--- config.mk ---
export PLATFORM = sky130hd
export DESIGN_NAME = aesenc_ram
export DESIGN_NICKNAME = d
export VERILOG_FILES = /design/src/hdl/aesenc_ram.sv
export SDC_FILE = /design/constraint.sdc
export NUM_CORES = 1
export LEC_CHECK = 0
export BUFFER_PORTS_ARGS = -buffer_cell sky130_fd_sc_hd__buf_2
export CORE_ASPECT_RATIO = 0.8
export CORE_MARGIN = 4
export CORE_UTILIZATION = 38
export CTS_CLUSTER_SIZE = 8
export DETAILED_ROUTE_END_ITERATION = 6
export MAX_ROUTING_LAYER = met4
export PLACE_DENSITY = 0.53
export SKIP_CTS_REPAIR_TIMING = 1
export SLEW_MARGIN = 20
export SYNTH_ARGS = -nofsm -noshare
export SYNTH_HDL_FRONTEND = slang
export SYNTH_SLANG_ARGS = --single-unit
--- constraint.sdc ---
create_clock -name aclk -period 8.8 [get_ports aclk]
set_input_delay 2.2 -clock aclk [delete_from_list [all_inputs] [get_ports aclk]]
set_output_delay 2.2 -clock aclk [all_outputs]
set_load 0.02 [all_outputs]
--- src/hdl/aesenc_ram.sv ---
module aesenc_ram #(
    parameter int WIDTH = 64,
    parameter int DEPTH = 11
) (
    input  logic                     aclk,
    input  logic                     wr_en,
    input  logic [$clog2(DEPTH)-1:0] wr_addr,
    input  logic [WIDTH-1:0]         wr_data,
    input  logic [$clog2(DEPTH)-1:0] rd_addr,
    output logic [WIDTH-1:0]         rd_data
);

    logic [WIDTH-1:0] mem [DEPTH];

    always_ff @(posedge aclk) begin
        if (wr_en) begin
            mem[wr_addr] <= wr_data;
        end
        rd_data <= mem[rd_addr];
    end

endmodule

# == Word level (Yosys, flattened, before mapping) ==
# Memory sizes are Yosys's and may differ from the RTL's. A register that Yosys moved wholly into a read port is not among the register bits.
# Index checks and enable logic that the tools add are counted.
# totals
ram_bits,704
ff_bits,0
inputBits,74
out_inout_bits,64
memories,1
# mem_list
memory,words,word_bits,read_ports,rd_clocked_by_memory_dff,wr,line_no,text
mem,11,64,1,1,1,13,logic [WIDTH-1:0] mem [DEPTH];
# op_classes
muxes,2
# ops
cell,n
$mux W1,2

# == Longest topological paths before layout ==
# logic_depth
ltp_word,2
mapped_depth,6
mapped_depth_nobuf,3

# == Least setup slack after synthesis ==
# No wires, ideal clock.
# synth_path
path_type,in2reg
from,in wr_addr[3]
to,mem mem[0][0] (enable)
n_path_buf,0
setup_ns,0.565
slack_ns,1.170
path_stages,2
arrival_time_ns,7.064
path_cell_list,or3b_2 -> nor3_1
# synth_rtl
element,line_no,text
from (decl),7,"input logic [$clog2(DEPTH)-1:0] wr_addr,"
to (decl),13,
# No word-level cell before the write port.

# == Final worst setup path ==
# layout_path
from,in wr_addr[3]
to,mem mem[3][56] (enable)
# No word-level cell before the write port.

==> impl_metrics.py <==
metrics = {
    "critical_path": {
        "slowest_stage": "nor2_4",
        "cp.required_ns": 9.05,
        "end_kind": "flip-flop",
        "r2r-start": "mem[8][22]",
        "cp_num_buf_inv": 2,
        "r2r_cells": 3,
        "worstReg2RegEnd": "rd_data[22]",
        "max_stage_delay_ns": 0.76,
        "reg2reg_slack_ns": 7.61,
        "path_class": "in2reg",
        "critPathLaunchType": "input port",
        "critPathMaxFanout": 41,
        "startpoint": "wr_addr[3]",
        "worstPathArrival_ns": 4.49,
        "path_cells": "buf_2 -> or3b_2 -> nor2_4 -> buf_4",
        "crit_family": "simple AND/OR/NAND/NOR gates",
    },
    "routing": {
        "drc_errors": 0,
        "vias": 14200,
        "drtIter0Drc": 989,
        "wl_per_cell_um": 23.5,
        "wl_um": 65900,
        "ant_nets": 0,
        "vias_per_cell": 5.06,
        "first_pass_iters": 5,
    },
    "run_status": {
        "outcome": "complete, no violations",
    },
    "clocking": {
        "insertion_delay_ns": 0.64,
        "cts_buffers": 106,
        "clk_path_buf_depth": 3,
        "cts.sinks": 768,
        "ctsHtreeMaxLevel": 3,
        "clkTransAtPathRegs_ns": 0.05,
        "cts_root_buf": "clkbuf_16",
        "cts_tree": "done",
    },
    "floorplan": {
        "die_h_um": 254,
        "initial_core_util": 0.383,
        "core_mm2": 0.0753,
        "num_rows": 90,
        "io_pins": 138,
        "dieArea_mm2": 0.0804,
        "die_w_um": 316,
    },
    "worst_hold_path": {
        "min_to": "rd_data[10]",
        "hp-start": "mem[10][10]",
        "holdPathStages": 3,
        "hold_class": "reg2reg",
    },
    "logic_synthesis": {
        "yosysTopAreaCell": "edfxtp_1",
        "synth-seq-cells": 768,
        "yosysSeqAreaShare": 0.777,
        "ys_warn_count": 0,
        "syn_avg_cell_area_um2": 19.0,
        "synth_cell_types": 23,
        "synth-edff-count": 704,
        "synthMostInstantiatedCell": "edfxtp_1",
        "syn_area_mm2": 0.0288,
        "synthTopCellsByCount": "edfxtp_1, mux2_2, mux2i_1",
        "postSynthCellCount": 1520,
        "synthTopCellsByArea": "edfxtp_1, mux2_2, dfxtp_1, mux2i_1, a22o_1",
        "async_reset_ff_frac": 0,
        "synth_top_area_share": 0.733,
        "synth_nets": 1594,
        "ys.flop_type": "edfxtp_1",
    },
    "sta": {
        "finalHoldWorstSlack_ns": 0.566,
        "finalClockSkew_ns": 0.0225,
        "grt_setup_unrepaired": "no",
        "min_period_ns": 4.24,
        "fin_crit_sh": 0.482,
        "max-slew-margin-rel": 0.305,
        "setup_slack_ns": 4.56,
        "final_max_slew_viol_count": 0,
        "setup_tns_ns": 0,
        "fmax_mhz": 236,
        "worstMarginPinSlew_ns": 1.04,
        "hold_viol_final": 0,
        "setup_viol": 0,
    },
    "layout": {
        "syn2layout_area_growth_pct": 16.8,
        "fin_nets": 1774,
        "fin_cells": 2806,
        "layout-drive-gt1-share": 0.273,
    },
    "placed_design": {
        "io_buffer_count": 137,
        "dp_hpwl_um": 32500,
        "place_ws_ns": 3.83,
        "dp.cells": 2604,
        "place.gp.congestion": 0.703,
    },
    "power_and_ir_drop": {
        "power_mw": 8.26,
        "power.leakage_nw": 11.3,
        "peakVddDrop_mv": 0.155,
        "powerDensity_mw_per_mm2": 245,
    },
    "global_route": {
        "grt_use_total": 0.167,
        "antenna_found_initial": 12,
        "grt_max_degree": 136,
        "grt_pass1_vias": 14500,
        "gr-total-overflow": 0,
        "grt_pass1_wl_um": 96000,
    },
    "job": {
        "cap_violations": 0,
    },
}
-- state kept, by name, indices dropped and copies added (netlist names) --
signal and flops:
rd_data 64, mem 704
-- worst max path at each step --
stage	endpoint	slack (ns)	depth (start not counted)
final	mem[3][56]	4.56	4
after global placement	mem[3][46]	3.84	4
after global routing	mem[3][34]	4.46	4
after floorplan	mem[0][0]	1.17	2
after detailed placement	mem[3][46]	3.83	4
after CTS	mem[3][56]	4.51	4
-- power by group --
part	switching [mW]	internal (mW)	leakage, nW	total, mW
registers	0.0317	4.09	6.90	4.12
logic	0.265	0.146	2.93	0.411
clock network	1.45	2.28	1.47	3.73
-- cell usage in the layout, fill, tap and decap left out --
cell,instances
nor2_4,9
nand3b_1,2
mux2i_1,128
nor3_2,3
o211ai_1,64
buf_12,1
nand2_1,1
clkinv_2,2
buf_4,27
edfxtp_1,704
o22ai_1,64
a22o_1,64
nand2b_4,1
inv_6,2
dfxtp_1,64
nand2_4,1
mux2_2,192
nand2b_1,66
clkbuf_1,76
clkinv_8,3
buf_8,1
buf_2,134
o31ai_1,64
or3b_2,1
diode_2,10
clkbuf_8,1
clkbuf_16,108
nor2b_4,1
-- area by class of cell --
cell class              instances  area, um^2
diodes                         10        25.0
clock buffers                 185        3000
clock inverters                 7        76.3
fillers                      6458       41700
multi-input cells             661        5980
flip-flops and latches        768       22400
well taps                    1012        1270
repair buffers                163         908
-- routing by layer --
metal | global-route usage | share of wire
met1 | 0.226 | 0.46
met2 | 0.262 | 0.47
met3 | 0.0376 | 0.047
met4 | 0.0376 | 0.016
met5 | - | 0
-- cell families (layout without fill, tap and decap cells) --
group	after synthesis	count (layout)	share of synthesized area
other	0	10	0
and+or+nand+nor	85	85	0.0176
DFF	768	768	0.777
muxes	320	320	0.119
buffers and inverters	91	355	0.0189
AOI/OAI and AO/OA	256	256	0.0666
-- worst register-to-register path, cell delays in order, from the launching register on --
cell	delay, ns
edfxtp_1	0.37
mux2_2	0.26
o211ai_1	0.21
o31ai_1	0.16
-- per-stage QoR --
| step | util | instance area, um^2 |
|---|---|---|
| 2_1_floorplan | - | 28800 |
| 3_3_place_gp | 0.406 | 30600 |
| 3_5_place_dp | 0.406 | 30600 |
| 4_1_cts | 0.447 | 33600 |
| 5_1_grt | 0.447 | 33700 |
| 6_report | 0.447 | 33700 |
(Power assumes the default switching activity.)
